<file path="config.mk">
export PLATFORM = sky130hd
export DESIGN_NAME = lex_next_permutation_flat
export DESIGN_NICKNAME = d
export VERILOG_FILES = /design/src/hdl/lnp_pkg.sv /design/src/hdl/lnp_stream_if.sv /design/src/hdl/lnp_datapath.sv /design/src/hdl/lnp_ctrl.sv /design/src/hdl/lex_next_permutation.sv /design/src/flat_wrapper.sv
export SDC_FILE = /design/constraint.sdc
export NUM_CORES = 1
export LEC_CHECK = 0
export ABC_AREA = 1
export BUFFER_PORTS_ARGS = -buffer_cell sky130_fd_sc_hd__buf_2
export CORE_UTILIZATION = 30
export DETAILED_ROUTE_END_ITERATION = 12
export MAX_ROUTING_LAYER = met4
export PLACE_DENSITY_LB_ADDON = 0.1
export SLEW_MARGIN = 20
export SYNTH_ARGS = -nofsm -noshare
export SYNTH_HDL_FRONTEND = slang
export SYNTH_SLANG_ARGS = --single-unit
</file>
<file path="constraint.sdc">
create_clock -name clk -period 3.75 [get_ports clk]
set_input_delay 0.75 -clock clk [delete_from_list [all_inputs] [get_ports clk]]
set_output_delay 0.75 -clock clk [all_outputs]
set_load 0.1 [all_outputs]
</file>
<file path="src/hdl/lnp_pkg.sv">
// Package with the shared types, codes and constants of the next-permutation block.
`timescale 1ns / 1ps

package lnp_pkg;

    // Sizes of the fields and of the sequence store.
    localparam int LNP_MAX_LEN  = 16;
    localparam int LNP_EMIT_CAP = 16;
    localparam int LNP_LEN_W    = 5;
    localparam int LNP_IDX_W    = 4;
    localparam int LNP_VAL_W    = 8;
    localparam int LNP_ADDR_W   = 3;
    localparam int LNP_DATA_W   = 32;

    localparam logic [LNP_LEN_W-1:0] LNP_LEN_RESET = 5'd8;

    // Register index of the length register (taken from paddr bit 2).
    localparam logic REG_LENGTH = 1'b0;

    // Function codes of an input word.
    typedef enum logic
    {
        FUNC_WRITE   = 1'b0,
        FUNC_ADVANCE = 1'b1
    } lnp_func_t;

    // Payload of one input word.
    typedef struct packed
    {
        logic                 func;
        logic [LNP_IDX_W-1:0] position;
        logic [LNP_VAL_W-1:0] value;
    } lnp_item_t;

    // Payload of one result word.
    typedef struct packed
    {
        logic [LNP_VAL_W-1:0] element;
        logic [LNP_IDX_W-1:0] element_index;
        logic                 last;
        logic                 done_res;
    } lnp_result_t;

    // Commands from the controller to the datapath.
    typedef enum logic [3:0]
    {
        OP_NONE,
        OP_WRITE,
        OP_START,
        OP_PIV_FIRST,
        OP_PIV_STEP,
        OP_K_STEP,
        OP_SWAP,
        OP_REV_TEST,
        OP_REV_A,
        OP_REV_B,
        OP_REV_WB,
        OP_EMIT,
        OP_DONE
    } lnp_op_t;

    // Controller states.
    typedef enum logic [3:0]
    {
        ST_IDLE,
        ST_PIV_FIRST,
        ST_PIV_STEP,
        ST_K_STEP,
        ST_SWAP,
        ST_REV_TEST,
        ST_REV_A,
        ST_REV_B,
        ST_REV_WB,
        ST_EMIT,
        ST_DONE
    } lnp_state_t;

    // Status from the datapath to the controller.
    typedef struct packed
    {
        logic piv_zero;
        logic piv_one;
        logic prev_ge;
        logic k_hit;
        logic lo_lt_hi;
        logic emit_last;
        logic out_free;
    } lnp_status_t;

endpackage

</file>
<file path="src/hdl/lnp_stream_if.sv">
// Valid/ready stream interface carrying one payload word per handshake.
`timescale 1ns / 1ps

interface lnp_stream_if #(parameter type payload_t = logic);

    logic     valid;
    logic     ready;
    payload_t payload;

    modport source (output valid, output payload, input ready);
    modport sink   (input valid, input payload, output ready);

endinterface

</file>
<file path="src/hdl/lnp_datapath.sv">
// Datapath: sequence store, scan counters, working registers and the result register.
`timescale 1ns / 1ps

module lnp_datapath
    import lnp_pkg::*;
#(
    parameter int MAX_LEN = LNP_MAX_LEN
)
(
    input  logic                 clk,
    input  logic                 rst_n,
    input  lnp_op_t              op,
    input  logic [LNP_LEN_W-1:0] length,
    input  lnp_item_t            item_data,
    input  logic                 result_ready,
    output logic                 result_valid,
    output lnp_result_t          result_data,
    output lnp_status_t          status
);

    localparam int AW  = (MAX_LEN > 1) ? $clog2(MAX_LEN) : 1;
    localparam int LIM = (MAX_LEN < LNP_EMIT_CAP) ? MAX_LEN : LNP_EMIT_CAP;

    // Sequence store with a valid bit for each entry.
    logic [LNP_VAL_W-1:0] mem [MAX_LEN];
    logic [MAX_LEN-1:0]   valid_reg;

    logic [LNP_IDX_W-1:0] last_reg, last_next;
    logic [LNP_IDX_W-1:0] piv_reg, piv_next;
    logic [LNP_IDX_W-1:0] k_reg, k_next;
    logic [LNP_IDX_W-1:0] lo_reg, lo_next;
    logic [LNP_IDX_W-1:0] hi_reg, hi_next;
    logic [LNP_IDX_W-1:0] i_reg, i_next;
    logic [LNP_VAL_W-1:0] cur_reg, cur_next;
    logic [LNP_VAL_W-1:0] pv_reg, pv_next;
    logic [LNP_VAL_W-1:0] kv_reg, kv_next;
    logic [LNP_VAL_W-1:0] a_reg, a_next;
    logic [LNP_VAL_W-1:0] rd_data_reg;
    lnp_result_t          out_reg, out_next;
    logic                 out_valid_reg, out_valid_next;

    logic [LNP_LEN_W-1:0] act_len;
    logic [LNP_IDX_W-1:0] act_last;
    logic                 rd_en;
    logic [LNP_IDX_W-1:0] rd_idx;
    logic                 wr_en;
    logic [LNP_IDX_W-1:0] wr_idx;
    logic [LNP_VAL_W-1:0] wr_data;
    logic                 out_load;
    logic [AW-1:0]        ra;
    logic [AW-1:0]        wa;

    // Clamp the configured length to the range that takes part.
    always_comb
    begin
        if (length == '0)
        begin
            act_len = LNP_LEN_W'(1);
        end
        else if (32'(length) > LIM)
        begin
            act_len = LNP_LEN_W'(LIM);
        end
        else
        begin
            act_len = length;
        end
        act_last = LNP_IDX_W'(act_len - LNP_LEN_W'(1));
    end

    // Status towards the controller.
    always_comb
    begin
        status.piv_zero  = (piv_reg == '0);
        status.piv_one   = (piv_reg == LNP_IDX_W'(1));
        status.prev_ge   = (rd_data_reg >= cur_reg);
        status.k_hit     = (rd_data_reg > pv_reg);
        status.lo_lt_hi  = (lo_reg < hi_reg);
        status.emit_last = (i_reg == last_reg);
        status.out_free  = !out_valid_reg || result_ready;
    end

    // Command decode: memory accesses and register updates.
    always_comb
    begin
        last_next = last_reg;
        piv_next  = piv_reg;
        k_next    = k_reg;
        lo_next   = lo_reg;
        hi_next   = hi_reg;
        i_next    = i_reg;
        cur_next  = cur_reg;
        pv_next   = pv_reg;
        kv_next   = kv_reg;
        a_next    = a_reg;
        rd_en     = 1'b0;
        rd_idx    = '0;
        wr_en     = 1'b0;
        wr_idx    = '0;
        wr_data   = '0;
        out_load  = 1'b0;
        out_next  = out_reg;

        case (op)
            OP_WRITE:
            begin
                wr_en   = (32'(item_data.position) < MAX_LEN);
                wr_idx  = item_data.position;
                wr_data = item_data.value;
            end
            OP_START:
            begin
                last_next = act_last;
                piv_next  = act_last;
                rd_en     = 1'b1;
                rd_idx    = act_last;
            end
            OP_PIV_FIRST:
            begin
                cur_next = rd_data_reg;
                if (!status.piv_zero)
                begin
                    rd_en  = 1'b1;
                    rd_idx = piv_reg - LNP_IDX_W'(1);
                end
            end
            OP_PIV_STEP:
            begin
                if (status.prev_ge)
                begin
                    cur_next = rd_data_reg;
                    piv_next = piv_reg - LNP_IDX_W'(1);
                    if (!status.piv_one)
                    begin
                        rd_en  = 1'b1;
                        rd_idx = piv_reg - LNP_IDX_W'(2);
                    end
                end
                else
                begin
                    // Pivot found: start the search for its successor at the end.
                    pv_next = rd_data_reg;
                    k_next  = last_reg;
                    rd_en   = 1'b1;
                    rd_idx  = last_reg;
                end
            end
            OP_K_STEP:
            begin
                if (status.k_hit)
                begin
                    kv_next = rd_data_reg;
                    wr_en   = 1'b1;
                    wr_idx  = k_reg;
                    wr_data = pv_reg;
                end
                else
                begin
                    k_next = k_reg - LNP_IDX_W'(1);
                    rd_en  = 1'b1;
                    rd_idx = k_reg - LNP_IDX_W'(1);
                end
            end
            OP_SWAP:
            begin
                wr_en   = 1'b1;
                wr_idx  = piv_reg - LNP_IDX_W'(1);
                wr_data = kv_reg;
                lo_next = piv_reg;
                hi_next = last_reg;
            end
            OP_REV_TEST:
            begin
                rd_en = 1'b1;
                if (status.lo_lt_hi)
                begin
                    rd_idx = lo_reg;
                end
                else
                begin
                    i_next = '0;
                    rd_idx = '0;
                end
            end
            OP_REV_A:
            begin
                a_next = rd_data_reg;
                rd_en  = 1'b1;
                rd_idx = hi_reg;
            end
            OP_REV_B:
            begin
                wr_en   = 1'b1;
                wr_idx  = lo_reg;
                wr_data = rd_data_reg;
            end
            OP_REV_WB:
            begin
                wr_en   = 1'b1;
                wr_idx  = hi_reg;
                wr_data = a_reg;
                lo_next = lo_reg + LNP_IDX_W'(1);
                hi_next = hi_reg - LNP_IDX_W'(1);
            end
            OP_EMIT:
            begin
                if (status.out_free)
                begin
                    out_load               = 1'b1;
                    out_next.element       = rd_data_reg;
                    out_next.element_index = i_reg;
                    out_next.last          = status.emit_last;
                    out_next.done_res      = 1'b0;
                    if (!status.emit_last)
                    begin
                        i_next = i_reg + LNP_IDX_W'(1);
                        rd_en  = 1'b1;
                        rd_idx = i_reg + LNP_IDX_W'(1);
                    end
                end
            end
            OP_DONE:
            begin
                if (status.out_free)
                begin
                    out_load               = 1'b1;
                    out_next.element       = '0;
                    out_next.element_index = '0;
                    out_next.last          = 1'b1;
                    out_next.done_res      = 1'b1;
                end
            end
            default:
            begin
            end
        endcase

        if (out_load)
        begin
            out_valid_next = 1'b1;
        end
        else if (result_ready)
        begin
            out_valid_next = 1'b0;
        end
        else
        begin
            out_valid_next = out_valid_reg;
        end
    end

    assign ra = AW'(rd_idx);
    assign wa = AW'(wr_idx);

    // Control flags: result valid and the per-entry valid bits.
    always_ff @(posedge clk or negedge rst_n)
    begin
        if (!rst_n)
        begin
            out_valid_reg <= 1'b0;
            valid_reg     <= '0;
        end
        else
        begin
            out_valid_reg <= out_valid_next;
            if (wr_en)
            begin
                valid_reg[wa] <= 1'b1;
            end
        end
    end

    // Memory write and registered read; an unwritten entry reads as its index plus one.
    always_ff @(posedge clk)
    begin
        if (wr_en)
        begin
            mem[wa] <= wr_data;
        end
        if (rd_en)
        begin
            rd_data_reg <= valid_reg[ra] ? mem[ra] : LNP_VAL_W'(32'(ra) + 1);
        end
    end

    // Working registers.
    always_ff @(posedge clk)
    begin
        last_reg <= last_next;
        piv_reg  <= piv_next;
        k_reg    <= k_next;
        lo_reg   <= lo_next;
        hi_reg   <= hi_next;
        i_reg    <= i_next;
        cur_reg  <= cur_next;
        pv_reg   <= pv_next;
        kv_reg   <= kv_next;
        a_reg    <= a_next;
        out_reg  <= out_next;
    end

    assign result_valid = out_valid_reg;
    assign result_data  = out_reg;

endmodule

</file>
<file path="src/hdl/lnp_ctrl.sv">
// Controller: state machine that sequences the datapath through one advance.
`timescale 1ns / 1ps

module lnp_ctrl
    import lnp_pkg::*;
(
    input  logic        clk,
    input  logic        rst_n,
    input  logic        item_valid,
    input  logic        item_func,
    input  lnp_status_t status,
    output logic        item_ready,
    output lnp_op_t     op
);

    lnp_state_t state_reg, state_next;

    // State register.
    always_ff @(posedge clk or negedge rst_n)
    begin
        if (!rst_n)
        begin
            state_reg <= ST_IDLE;
        end
        else
        begin
            state_reg <= state_next;
        end
    end

    // Next state and command.
    always_comb
    begin
        state_next = state_reg;
        op         = OP_NONE;
        item_ready = 1'b0;

        case (state_reg)
            ST_IDLE:
            begin
                item_ready = 1'b1;
                if (item_valid)
                begin
                    if (item_func == FUNC_ADVANCE)
                    begin
                        op         = OP_START;
                        state_next = ST_PIV_FIRST;
                    end
                    else
                    begin
                        op = OP_WRITE;
                    end
                end
            end
            ST_PIV_FIRST:
            begin
                op         = OP_PIV_FIRST;
                state_next = status.piv_zero ? ST_DONE : ST_PIV_STEP;
            end
            ST_PIV_STEP:
            begin
                op = OP_PIV_STEP;
                if (!status.prev_ge)
                begin
                    state_next = ST_K_STEP;
                end
                else if (status.piv_one)
                begin
                    state_next = ST_DONE;
                end
            end
            ST_K_STEP:
            begin
                op = OP_K_STEP;
                if (status.k_hit)
                begin
                    state_next = ST_SWAP;
                end
            end
            ST_SWAP:
            begin
                op         = OP_SWAP;
                state_next = ST_REV_TEST;
            end
            ST_REV_TEST:
            begin
                op         = OP_REV_TEST;
                state_next = status.lo_lt_hi ? ST_REV_A : ST_EMIT;
            end
            ST_REV_A:
            begin
                op         = OP_REV_A;
                state_next = ST_REV_B;
            end
            ST_REV_B:
            begin
                op         = OP_REV_B;
                state_next = ST_REV_WB;
            end
            ST_REV_WB:
            begin
                op         = OP_REV_WB;
                state_next = ST_REV_TEST;
            end
            ST_EMIT:
            begin
                op = OP_EMIT;
                if (status.out_free && status.emit_last)
                begin
                    state_next = ST_IDLE;
                end
            end
            ST_DONE:
            begin
                op = OP_DONE;
                if (status.out_free)
                begin
                    state_next = ST_IDLE;
                end
            end
            default:
            begin
                state_next = ST_IDLE;
            end
        endcase
    end

endmodule

</file>
<file path="src/hdl/lex_next_permutation.sv">
// Top level of the lexicographic next-permutation engine with its register port.
//
// The block holds a sequence of MAX_LEN bytes, reset to 1, 2, 3 and so on. A write word
// stores one element. An advance word steps the first `length` elements (n, clamped to
// 1..min(MAX_LEN,16)) to the next permutation in lexicographic order and returns the new
// elements one word each, the final one marked last; when no greater permutation exists
// it returns one word with done_res set and leaves the sequence alone. All work goes
// through a single-port sequence memory with a registered read, one access per cycle: an
// advance scans back for the pivot, searches the tail from the end for its successor,
// swaps the two, reverses the tail and then emits the results as they are taken. The
// last result waits in an output register, so the next word is taken while it is still
// pending.
`timescale 1ns / 1ps

module lex_next_permutation
    import lnp_pkg::*;
#(
    parameter int MAX_LEN = LNP_MAX_LEN
)
(
    input  logic                  clk,
    input  logic                  rst_n,
    lnp_stream_if.sink            item,
    lnp_stream_if.source          result,
    input  logic                  psel,
    input  logic                  penable,
    input  logic                  pwrite,
    input  logic [LNP_ADDR_W-1:0] paddr,
    input  logic [LNP_DATA_W-1:0] pwdata,
    output logic [LNP_DATA_W-1:0] prdata,
    output logic                  pready
);

    logic [LNP_LEN_W-1:0] length_reg;
    logic                 cfg_wr;
    lnp_op_t              op;
    lnp_status_t          status;
    lnp_item_t            item_data;
    lnp_result_t          result_data;

    // Register port: length register at byte address 0.
    assign pready = 1'b1;
    assign cfg_wr = psel && penable && pwrite && pready && (paddr[2] == REG_LENGTH);

    always_ff @(posedge clk or negedge rst_n)
    begin
        if (!rst_n)
        begin
            length_reg <= LNP_LEN_RESET;
        end
        else if (cfg_wr)
        begin
            length_reg <= pwdata[LNP_LEN_W-1:0];
        end
    end

    always_comb
    begin
        if (paddr[2] == REG_LENGTH)
        begin
            prdata = LNP_DATA_W'(length_reg);
        end
        else
        begin
            prdata = '0;
        end
    end

    assign item_data      = item.payload;
    assign result.payload = result_data;

    // Controller.
    lnp_ctrl u_ctrl
    (
        .clk        (clk),
        .rst_n      (rst_n),
        .item_valid (item.valid),
        .item_func  (item_data.func),
        .status     (status),
        .item_ready (item.ready),
        .op         (op)
    );

    // Datapath.
    lnp_datapath #(
        .MAX_LEN (MAX_LEN)
    ) u_datapath
    (
        .clk          (clk),
        .rst_n        (rst_n),
        .op           (op),
        .length       (length_reg),
        .item_data    (item_data),
        .result_ready (result.ready),
        .result_valid (result.valid),
        .result_data  (result_data),
        .status       (status)
    );

    // A done answer is always the single, final word of its advance.
    assert property (@(posedge clk) disable iff (!rst_n)
        (result.valid && result_data.done_res) |-> result_data.last)
    else $error("done result without last mark");

    // A new word is only taken once every pending result but the final one is gone.
    assert property (@(posedge clk) disable iff (!rst_n)
        (item.ready && result.valid) |-> result_data.last)
    else $error("input taken while an advance is still emitting");

    // Within one advance the element index counts up by one from result to result.
    assert property (@(posedge clk) disable iff (!rst_n)
        (result.valid && result.ready && !result_data.last) |=>
        (result.valid && (result_data.element_index ==
            LNP_IDX_W'($past(result_data.element_index) + 1'b1))))
    else $error("element index out of step");

endmodule

</file>
<file path="src/flat_wrapper.sv">
// flat-port wrapper written by rule: the top's interface ports become plain ports
module lex_next_permutation_flat import lnp_pkg::*;
#(
    parameter int MAX_LEN = LNP_MAX_LEN
)
  (clk, rst_n, psel, penable, pwrite, paddr, pwdata, prdata, pready, item_valid, item_payload, item_ready, result_valid, result_payload, result_ready);
  lnp_stream_if #(.payload_t(lnp_item_t)) item_i ();
  lnp_stream_if #(.payload_t(lnp_result_t)) result_i ();
  input  logic clk;
  input  logic rst_n;
  input  logic psel;
  input  logic penable;
  input  logic pwrite;
  input  logic [LNP_ADDR_W-1:0] paddr;
  input  logic [LNP_DATA_W-1:0] pwdata;
  output logic [LNP_DATA_W-1:0] prdata;
  output logic pready;
  input wire logic [$bits(item_i.valid)-1:0] item_valid;
  input wire logic [$bits(item_i.payload)-1:0] item_payload;
  output wire logic [$bits(item_i.ready)-1:0] item_ready;
  output wire logic [$bits(result_i.valid)-1:0] result_valid;
  output wire logic [$bits(result_i.payload)-1:0] result_payload;
  input wire logic [$bits(result_i.ready)-1:0] result_ready;
  assign item_i.valid = item_valid;
  assign item_i.payload = item_payload;
  assign item_ready = item_i.ready;
  assign result_valid = result_i.valid;
  assign result_payload = result_i.payload;
  assign result_i.ready = result_ready;
  lex_next_permutation #(.MAX_LEN(MAX_LEN)) u_core (.clk(clk), .rst_n(rst_n), .item(item_i), .result(result_i), .psel(psel), .penable(penable), .pwrite(pwrite), .paddr(paddr), .pwdata(pwdata), .prdata(prdata), .pready(pready));
endmodule
</file>
==> reports/metrics.cfg, run 1 <==
[status]
run_status=finished, final reports clean

[cts]
cts_tree=built
post-cts-setup-buffer-count=0
cts-htree-levels=1
numCtsBuffers=29
clk_path_buf_depth=3
cts_hold_repair.buffers=0
cts_root_buffer=sky130_fd_sc_hd__clkbuf_16
worst_setup_hold_path_clk_slew_ns=0.06
cts_sinks=232
worst_skew_pair.late_latency_ns=0.56
post_cts.resized_instances=0

[yosys]
seq_area_frac_synth_pct=60.3
async_set_reset_flop_share_out_of_synthesis_pct=11.2
synth.distinct_cells=45
synth.avg_cell_area_um2=10.1
ys_dominant_reg_cell=sky130_fd_sc_hd__edfxtp_1
count_of_flip_flops_with_a_built_in_enable_after_synthesis=206
syn-cell-area_um2=11300
synthesis.yosys.warnings=0
ys_seq_elements=232
post_synth_inst_count=1129

[worst_setup_path]
worst_r2r_startpoint=u_core.u_datapath.piv_reg[0]
crit_path_start=u_core.u_datapath.piv_reg[0]
cp_data_arrival_time_ns=3.72
timing.critical_path.from_type=register
crit_path_end_kind=register
worst-endpoint-required_ns=4.06
critical_path_peak_fanout=72
timing_worst_setup_path_type=register to register

[grt]
antenna_found_initial=0
grt_first_pass_wirelength_um=48000
grt_overflow_total=0
grtUsageTotal_pct=16.9
largest_net_degree_at_the_start_of_global_routing=73
first_global_vias=7683

[floorplan]
die_area_um2=38600
rows=70
die_y_um=196
pin_count=104
fp.coreArea_um2=36900
die_w_um=196
start_util_pct=30.8

[routing]
drt_iter0_markers=421
drtAntennaViolNets=0
route.final.wire_length_um=31100
wl_per_cell_um=17.8
detail_route.vias_per_cell=4.58
dr_total_vias=7989
drc_errors=0
drt-pass1-iter-count=5

[power_and_ir_drop]
internal-power_mw=7.01
netSwitchingPower_mw=5.53
switching_part_of_the_total_power_pct=44.1
finalPower_mw=12.5
max_rail_drop_vdd_uv=345
seq_power_share_pct=30.5
share_of_total_power_in_combinational_logic_pct=48.9
pwr-share-clk_pct=20.6
power.density_nw_per_um2=949
static-leakage-power_nw=5.53

[sta]
timing.setup.tns_ns=0
worst_clock_skew_on_the_final_layout_ns=0.0127
slew_headroom_pct=47.7
report.final.setup_viol=0
timing.fmax_ghz=0.293
final_min_period_over_clock_period_pct=91.0
max_slew.worst_pin.slew_ns=0.782
timing.final.crit_period_ns=3.41
rsz0062_at_grt=no
final-hold-violation-count=0
finalMaxSlewViolations=0

[placed_design]
dp_hpwl_um=20900
gp_congestion=0.870
port_buffers=46

[worst_hold_path]
worst_hold_path_type=input port to async pin

[cells_and_area]
drive_gt1_share_pct=14.1
num_antenna_cells=0
area_delta_synth_final_pct=16.5
final_core_utilization_pct=35.9
final_cell_mix=sky130_fd_sc_hd__nand2_1, sky130_fd_sc_hd__edfxtp_1, sky130_fd_sc_hd__nand3_1, sky130_fd_sc_hd__inv_1, sky130_fd_sc_hd__nor2_1
largest_register_ffs=128
fin_nets=1305
mostFrequentLayoutCell=sky130_fd_sc_hd__nand2_1

[run]
cap_viol_max_count=0

[worst paths after layout]
kind                                               endpoint  slack [ns]  depth (start not counted)
min                          u_core.u_datapath.valid_reg[9]        0.24                          1
max in group asynchronous    u_core.u_datapath.result_valid        3.05                          1
max reg2reg                u_core.u_datapath.rd_data_reg[3]        0.34                         15
min reg2reg                 u_core.u_datapath.valid_reg[13]        0.46                          2
max                        u_core.u_datapath.rd_data_reg[3]        0.34                         15
min in group clk                       u_core.length_reg[3]        0.43                          3
[final cells by class]
| class | count | area [µm²] |
|---|---|---|
| well taps | 504 | 631 |
| flip-flops and latches | 232 | 6840 |
| fillers | 3760 | 23700 |
| repair buffers | 104 | 753 |
| clock inverters | 15 | 119 |
| multi-input cells | 734 | 3690 |
| clock buffers | 35 | 748 |
| inverters | 119 | 447 |
[cell usage after synthesis, types with 2 or more instances]
master | number | share of area, %
sky130_fd_sc_hd__dfrtp_1 | 25 | 5.5
sky130_fd_sc_hd__xor2_1 | 10 | 0.77
sky130_fd_sc_hd__nand3b_1 | 2 | 0.13
sky130_fd_sc_hd__a22oi_1 | 8 | 0.53
sky130_fd_sc_hd__o2111ai_1 | 10 | 0.77
sky130_fd_sc_hd__o21ai_0 | 43 | 1.9
sky130_fd_sc_hd__nand3_1 | 201 | 8.9
sky130_fd_sc_hd__o21ai_1 | 2 | 0.088
sky130_fd_sc_hd__a21o_1 | 2 | 0.13
sky130_fd_sc_hd__nand2_2 | 3 | 0.17
sky130_fd_sc_hd__nand4_1 | 5 | 0.28
sky130_fd_sc_hd__nor2_2 | 5 | 0.28
sky130_fd_sc_hd__buf_2 | 11 | 0.49
sky130_fd_sc_hd__conb_1 | 2 | 0.066
sky130_fd_sc_hd__or2_2 | 2 | 0.11
sky130_fd_sc_hd__nor2_4 | 3 | 0.30
sky130_fd_sc_hd__nand2_1 | 251 | 8.3
sky130_fd_sc_hd__edfxtp_1 | 206 | 55
sky130_fd_sc_hd__inv_2 | 12 | 0.40
sky130_fd_sc_hd__nand3_2 | 2 | 0.18
sky130_fd_sc_hd__buf_4 | 50 | 3.3
sky130_fd_sc_hd__nor3_1 | 8 | 0.35
sky130_fd_sc_hd__buf_6 | 2 | 0.20
sky130_fd_sc_hd__clkbuf_1 | 7 | 0.23
sky130_fd_sc_hd__ha_1 | 30 | 3.3
sky130_fd_sc_hd__a21oi_1 | 19 | 0.84
sky130_fd_sc_hd__xnor2_1 | 2 | 0.15
sky130_fd_sc_hd__inv_1 | 106 | 3.5
sky130_fd_sc_hd__o22ai_1 | 4 | 0.22
sky130_fd_sc_hd__nand2_4 | 2 | 0.20
sky130_fd_sc_hd__nor2_1 | 80 | 2.6
[power groups by stage]
stage,Clock (mW),Combinational [mW],Sequential [mW]
floorplan,0,4.00,3.97
global placement,0,6.24,3.87
detailed placement,0,6.24,3.88
CTS,2.68,6.26,3.83
global route,2.77,6.86,3.86
finish,2.59,6.13,3.82
[per-layer routing]
layer | wire length [µm] | part of all wire [%] | track usage (%) | vias to the layer above
li1 | - | - | - | 3988
met1 | 15300 | 49 | 23.7 | 3813
met2 | 14000 | 45 | 25.5 | 146
met3 | 1070 | 3.4 | 2.36 | 42
met4 | 743 | 2.4 | 4.60 | 0
met5 | 0 | 0 | - | -
[cell families (layout without fill, tap and decap cells)]
logic type               after synthesis  after routing  share of synthesized area (%)
AND/OR/NAND/NOR                      570            570                           22.3
flip-flops                           232            232                           60.3
buffers and inverters                189            273                           8.16
AO/OA/AOI/OAI                         94             94                           4.97
adder cells (fa/ha/maj)               30             30                           3.31
XOR/XNOR                              12             12                          0.926
other                                  2             28                         0.0662
[critical path, cell delays in order (launching register included)]
cell and delay [ns]:
sky130_fd_sc_hd__edfxtp_1 0.48, sky130_fd_sc_hd__inv_1 0.21, sky130_fd_sc_hd__ha_1 0.16, sky130_fd_sc_hd__nor3b_1 0.44, sky130_fd_sc_hd__nor2_1 0.23, sky130_fd_sc_hd__nand2_1 0.10, sky130_fd_sc_hd__nand2_1 0.09, sky130_fd_sc_hd__nor2_4 0.18
sky130_fd_sc_hd__buf_12 0.31, sky130_fd_sc_hd__nand3_1 0.12, sky130_fd_sc_hd__nand3_1 0.12, sky130_fd_sc_hd__nand3_1 0.16, sky130_fd_sc_hd__nand3_2 0.18, sky130_fd_sc_hd__nand2_2 0.14, sky130_fd_sc_hd__nand2_1 0.09, sky130_fd_sc_hd__nand2_1 0.06
[per-stage QoR]
step / area (µm²) / instances / setup WS, ns / hold WS (ns)
floorplan: 11400 / 1155 / 0.773 / 0.427
detailed placement: 12400 / 1693 / 0.383 / 0.445
CTS: 13200 / 1743 / 0.369 / 0.253
global route: 13200 / 1743 / 0.146 / 0.284
finish: 13200 / 1743 / 0.338 / 0.242
global placement: 12400 / 1693 / 0.383 / 0.438
(Power assumes the default switching activity.)
==> inputs of run 2 (changes only) <==
Clock period 3.75 ns to 4.31 ns, I/O delays scaled along.
==> reports/metrics.cfg, run 2 (synthesis results as in run 1) <==
[cells_and_area]
num_antenna_cells=0  ; unchanged
mostFrequentLayoutCell=sky130_fd_sc_hd__nand2_1  ; unchanged
fin_cells=1726  ; was 1743
fin_nets=1285  ; was 1305
drive_gt1_share_pct=12.9  ; was 14.1%
largest_register_ffs=128  ; unchanged
area_delta_synth_final_pct=14.7  ; was 16.5%
final_cell_mix=sky130_fd_sc_hd__nand2_1, sky130_fd_sc_hd__edfxtp_1, sky130_fd_sc_hd__nand3_1, sky130_fd_sc_hd__inv_1, sky130_fd_sc_hd__nor2_1  ; unchanged

[sta]
final-hold-violation-count=0  ; unchanged
worst_clock_skew_on_the_final_layout_ns=0.00761  ; was 0.0127 ns
timing.setup.tns_ns=0  ; unchanged
rsz0062_at_grt=no  ; unchanged
final_min_period_over_clock_period_pct=81.2  ; was 91.0%
finalMaxSlewViolations=0  ; unchanged
final.setup.worst_slack_ns=0.812  ; was 0.338 ns
report.final.setup_viol=0  ; unchanged
timing.final.crit_period_ns=3.50  ; was 3.41 ns
max_slew.worst_pin.slew_ns=1.06  ; was 0.782 ns
slew_headroom_pct=29.2  ; was 47.7%
timing.fmax_ghz=0.286  ; was 0.293 GHz

[worst_setup_path]
worst_r2r_startpoint=u_core.u_datapath.rd_data_reg[3]  ; was u_core.u_datapath.piv_reg[0]
timing.critical_path.from_type=register  ; unchanged
reg2reg_to=u_core.u_datapath.mem[11][7]  ; was u_core.u_datapath.rd_data_reg[3]
worst-endpoint-required_ns=4.48  ; was 4.06 ns
crit_cells=16  ; was 15
timing.critical_path.mode_cell=sky130_fd_sc_hd__nand2_1  ; unchanged
timing_worst_setup_path_type=register to register  ; unchanged
r2r.worst_path.cells=16  ; was 15
regToRegSetupSlack_ns=0.81  ; was 0.34 ns
path_buf_inv=4  ; was 2
critical_path_peak_fanout=9  ; was 72
crit_path_start=u_core.u_datapath.rd_data_reg[3]  ; was u_core.u_datapath.piv_reg[0]
crit_end=u_core.u_datapath.mem[11][7]  ; was u_core.u_datapath.rd_data_reg[3]
crit_path_end_kind=register  ; unchanged
critical_path.max_stage_delay_ns=0.67  ; was 0.48 ns
crit_family=simple AND/OR/NAND/NOR gates  ; unchanged
critical-path-slowest-cell=sky130_fd_sc_hd__nor2_1  ; was sky130_fd_sc_hd__edfxtp_1
cp_data_arrival_time_ns=3.67  ; was 3.72 ns
timing.critical_path.cells=ha_1 > nand2_1 > inv_2 > nand2_1 > nand2_1 > nand2_1 > nand2_1 > nand2_1 > nor2_2 > inv_2 > nor2_1 > nor4_1 > buf_4 > inv_1 > nand2_1 > nor2_1  ; was inv_1 > ha_1 > nor3b_1 > nor2_1 > nand2_1 > nand2_1 > nor2_4 > buf_12 > nand3_1 > nand3_1 > nand3_1 > nand3_2 > nand2_2 > nand2_1 > nand2_1

[power_and_ir_drop]
static-leakage-power_nw=5.41  ; was 5.53 nW
power.density_nw_per_um2=818  ; was 949 nW/µm²
max_rail_drop_vdd_uv=481  ; was 345 µV

[cts]
clk_path_buf_depth=3  ; unchanged
post_cts.resized_instances=0  ; unchanged
cts_hold_repair.buffers=0  ; unchanged
worst_skew_pair.late_latency_ns=0.54  ; was 0.56 ns
post-cts-setup-buffer-count=0  ; unchanged
worst_setup_hold_path_clk_slew_ns=0.06  ; about the same
cts_sinks=232  ; unchanged
cts-htree-levels=1  ; unchanged
numCtsBuffers=28  ; was 29
cts_root_buffer=sky130_fd_sc_hd__clkbuf_16  ; unchanged
cts_tree=built  ; unchanged

[floorplan]
start_util_pct=30.8  ; unchanged
rows=70  ; unchanged
die_y_um=196  ; unchanged
die_area_um2=38600  ; unchanged
fp.coreArea_um2=36900  ; unchanged
die_w_um=196  ; unchanged
pin_count=104  ; unchanged

[routing]
route.final.wire_length_um=31200  ; was 31100 µm
drt_iter0_markers=436  ; was 421
dr_total_vias=8053  ; was 7989
wl_per_cell_um=18.1  ; was 17.8 µm
drtAntennaViolNets=0  ; unchanged
detail_route.vias_per_cell=4.67  ; was 4.58
drt-pass1-iter-count=5  ; unchanged
drc_errors=0  ; unchanged

[placed_design]
dp_hpwl_um=20500  ; was 20900 µm
post-place-cells=1674  ; was 1693
dp_worst_setup_slack_ns=0.722  ; was 0.383 ns
gp_congestion=0.876  ; was 0.870
port_buffers=46  ; unchanged

[grt]
grt_overflow_total=0  ; unchanged
largest_net_degree_at_the_start_of_global_routing=73  ; unchanged
antenna_found_initial=0  ; unchanged
grtUsageTotal_pct=17.0  ; was 16.9%
grt_first_pass_wirelength_um=48000  ; about the same
first_global_vias=7621  ; was 7683

[worst_hold_path]
worst_hold_path_type=input port to async pin  ; unchanged

[run]
cap_viol_max_count=0  ; unchanged

[status]
run_status=finished, final reports clean  ; unchanged

==> run 2: area by class of cell <==
cell class | count | area [µm²]
timing repair buffer | 85 | 561
inverter | 119 | 447
tap | 504 | 631
clock inverter | 21 | 118
multi-input combinational | 734 | 3690
fill | 3710 | 23900
clock buffer | 31 | 733
sequential | 232 | 6840
==> run 2: worst register-to-register path, cell delays in order, from the launching register on <==
cell and delay [ns]:
sky130_fd_sc_hd__edfxtp_1 0.56, sky130_fd_sc_hd__ha_1 0.39, sky130_fd_sc_hd__nand2_1 0.07, sky130_fd_sc_hd__inv_2 0.05
sky130_fd_sc_hd__nand2_1 0.04, sky130_fd_sc_hd__nand2_1 0.07, sky130_fd_sc_hd__nand2_1 0.05, sky130_fd_sc_hd__nand2_1 0.09
sky130_fd_sc_hd__nand2_1 0.14, sky130_fd_sc_hd__nor2_2 0.21, sky130_fd_sc_hd__inv_2 0.15, sky130_fd_sc_hd__nor2_1 0.11
sky130_fd_sc_hd__nor4_1 0.07, sky130_fd_sc_hd__buf_4 0.15, sky130_fd_sc_hd__inv_1 0.06, sky130_fd_sc_hd__nand2_1 0.23
sky130_fd_sc_hd__nor2_1 0.68
==> run 2: metal layers <==
layer	part of all wire [%]	global-route usage [%]
met5	0	-
met4	2.5	4.48
met1	48	23.7
met3	3.9	2.38
met2	45	25.8
==> run 2: per-stage QoR <==
step                      util [%]  instance area (µm²)  power [mW]  hold WS, ns
after floorplan                  -                11400        6.93        0.427
after global placement        33.0                12200        8.56        0.440
after detailed placement      33.0                12200        8.56        0.446
after CTS                     35.3                13000        10.8        0.358
after global routing          35.3                13000        11.5        0.399
final                         35.3                13000        10.6        0.363
==> run 2: how the worst min path moves through the flow <==
stage / cells past startpoint / to / start
floorplan: 2 / u_core.u_datapath.valid_reg[11] / u_core.u_datapath.valid_reg[11]
global placement: 2 / u_core.u_datapath.valid_reg[2] / u_core.u_datapath.valid_reg[2]
detailed placement: 2 / u_core.u_datapath.valid_reg[15] / u_core.u_datapath.valid_reg[15]
CTS: 1 / u_core.length_reg[0] / rst_n
global route: 1 / u_core.length_reg[4] / rst_n
finish: 1 / u_core.length_reg[4] / rst_n
==> run 2: power breakdown <==
group	internal (mW)	switching, mW	leakage, nW
clock network	1.27	0.929	0.420
logic	1.40	3.67	2.80
registers	3.17	0.209	2.19
total	5.84	4.81	5.41
==> inputs of run 3 (changes only) <==
Clock period 4.31 ns to 3.59 ns, I/O delays scaled along.
==> reports/metrics.cfg, run 3 (synthesis results as in run 1) <==
[floorplan]
pin_count=104  ; unchanged
fp.coreArea_um2=36900  ; unchanged
die_y_um=196  ; unchanged
die_area_um2=38600  ; unchanged
die_w_um=196  ; unchanged
rows=70  ; unchanged
start_util_pct=30.8  ; unchanged

[worst_hold_path]
worst_hold_path_type=input port to async pin  ; unchanged

[cells_and_area]
num_antenna_cells=0  ; unchanged
drive_gt1_share_pct=14.7  ; was 12.9%
final_core_utilization_pct=36.1  ; was 35.3%
final_cell_mix=sky130_fd_sc_hd__nand2_1, sky130_fd_sc_hd__edfxtp_1, sky130_fd_sc_hd__nand3_1, sky130_fd_sc_hd__inv_1, sky130_fd_sc_hd__nor2_1  ; unchanged
largest_register_ffs=128  ; unchanged
area_delta_synth_final_pct=17.2  ; was 14.7%
mostFrequentLayoutCell=sky130_fd_sc_hd__nand2_1  ; unchanged
fin_nets=1310  ; was 1285
n_fill_cell=3756  ; was 3710

[placed_design]
gp_congestion=0.884  ; was 0.876
port_buffers=46  ; unchanged
dp_hpwl_um=21100  ; was 20500 µm

[worst_setup_path]
critical_path_peak_fanout=50  ; was 9
timing_worst_setup_path_type=register to register  ; unchanged
crit_path_end_kind=register  ; unchanged
timing.critical_path.from_type=register  ; unchanged
worst-endpoint-required_ns=4.01  ; was 4.48 ns
cp_data_arrival_time_ns=3.71  ; was 3.67 ns

[routing]
dr_total_vias=8048  ; was 8053
drt_iter0_markers=495  ; was 436
drt-pass1-iter-count=5  ; unchanged
detail_route.vias_per_cell=4.59  ; was 4.67
drc_errors=0  ; unchanged
drtAntennaViolNets=0  ; unchanged
route.final.wire_length_um=31100  ; was 31200 µm
wl_per_cell_um=17.7  ; was 18.1 µm

[sta]
finalMaxSlewViolations=0  ; unchanged
timing.final.crit_period_ns=3.29  ; was 3.50 ns
worst_clock_skew_on_the_final_layout_ns=0.0162  ; was 0.00761 ns
timing.fmax_ghz=0.304  ; was 0.286 GHz
timing.setup.tns_ns=0  ; unchanged
final-hold-violation-count=0  ; unchanged
rsz0062_at_grt=no  ; unchanged
final_min_period_over_clock_period_pct=91.8  ; was 81.2%
max_slew.worst_pin.slew_ns=0.792  ; was 1.06 ns
slew_headroom_pct=47.0  ; was 29.2%
report.final.setup_viol=0  ; unchanged

[power_and_ir_drop]
max_rail_drop_vdd_uv=419  ; was 481 µV
power.density_nw_per_um2=997  ; was 818 nW/µm²
static-leakage-power_nw=5.58  ; was 5.41 nW

[cts]
numCtsBuffers=30  ; was 28
worst_skew_pair.late_latency_ns=0.57  ; was 0.54 ns
cts_tree=built  ; unchanged
cts_root_buffer=sky130_fd_sc_hd__clkbuf_16  ; unchanged
post_cts.resized_instances=0  ; unchanged
worst_setup_hold_path_clk_slew_ns=0.06  ; about the same
post-cts-setup-buffer-count=0  ; unchanged
cts_hold_repair.buffers=0  ; unchanged
cts-htree-levels=1  ; unchanged
cts_sinks=232  ; unchanged
clk_path_buf_depth=3  ; unchanged

[grt]
grt_first_pass_wirelength_um=47900  ; was 48000 µm
grt_overflow_total=0  ; unchanged
first_global_vias=7754  ; was 7621
antenna_found_initial=0  ; unchanged
largest_net_degree_at_the_start_of_global_routing=51  ; was 73
grtUsageTotal_pct=17.0  ; about the same

[status]
run_status=finished, final reports clean  ; unchanged

[run]
cap_viol_max_count=0  ; unchanged

[run 3: layer usage]
metal | GRT usage [%] | routed length (µm)
met1 | 23.6 | 15200
met2 | 25.8 | 13600
met3 | 2.45 | 1520
met4 | 4.75 | 763
met5 | - | 0
[run 3: worst paths after layout]
| check | from | endpoint | slack, ns | cells past startpoint |
|---|---|---|---|---|
| hold reg to reg | u_core.u_datapath.valid_reg[7] | u_core.u_datapath.valid_reg[7] | 0.46 | 2 |
| max in group asynchronous | rst_n | u_core.u_datapath.result_valid | 2.94 | 1 |
| min in group clk | pwdata[3] | u_core.length_reg[3] | 0.38 | 3 |
| setup / recovery | u_core.u_datapath.piv_reg[0] | u_core.u_datapath.rd_data_reg[1] | 0.30 | 17 |
| setup reg to reg | u_core.u_datapath.piv_reg[0] | u_core.u_datapath.rd_data_reg[1] | 0.30 | 17 |
| hold / removal | rst_n | u_core.u_datapath.valid_reg[7] | 0.18 | 1 |
[run 3: final cells by class]
type                       instances  area (µm²)  share of cell area [%]
tap                              504         631                    4.74
sequential                       232        6840                    51.4
inverter                         119         447                    3.36
multi-input combinational        734        3690                    27.7
clock buffer                      38         781                    5.87
clock inverter                    17         164                    1.23
timing repair buffer             108         758                    5.70
[run 3: report_power, final]
part	switching [mW]	total (mW)	internal, mW
registers	0.207	4.00	3.80
clock network	1.15	2.89	1.74
logic	4.44	6.36	1.93
[run 3: worst max-delay path: stages, from the launching register on]
cell                       delay [ns]
sky130_fd_sc_hd__edfxtp_1        0.47
sky130_fd_sc_hd__inv_1           0.21
sky130_fd_sc_hd__ha_1            0.17
sky130_fd_sc_hd__nor3b_1         0.42
sky130_fd_sc_hd__nor2_1          0.23
sky130_fd_sc_hd__nand2_1         0.10
sky130_fd_sc_hd__nand2_1         0.08
sky130_fd_sc_hd__nor2_4          0.18
sky130_fd_sc_hd__buf_12          0.26
sky130_fd_sc_hd__buf_4           0.33
sky130_fd_sc_hd__nand3_1         0.10
sky130_fd_sc_hd__nand3_1         0.11
sky130_fd_sc_hd__nand3_1         0.08
sky130_fd_sc_hd__nand2_1         0.11
sky130_fd_sc_hd__nand2_1         0.06
sky130_fd_sc_hd__nand2_1         0.05
sky130_fd_sc_hd__nand2_1         0.04
sky130_fd_sc_hd__nand2_1         0.09
[run 3: per-stage QoR]
step	std cells	area [µm²]	setup WS, ns	hold slack, ns	power (mW)
5_1_grt	1752	13300	0.0593	0.232	14.3
3_3_place_gp	1697	12400	0.330	0.436	10.5
6_report	1752	13300	0.296	0.184	13.3
4_1_cts	1752	13300	0.221	0.202	13.5
2_1_floorplan	1155	11400	0.613	0.422	8.32
3_5_place_dp	1697	12400	0.239	0.448	10.5
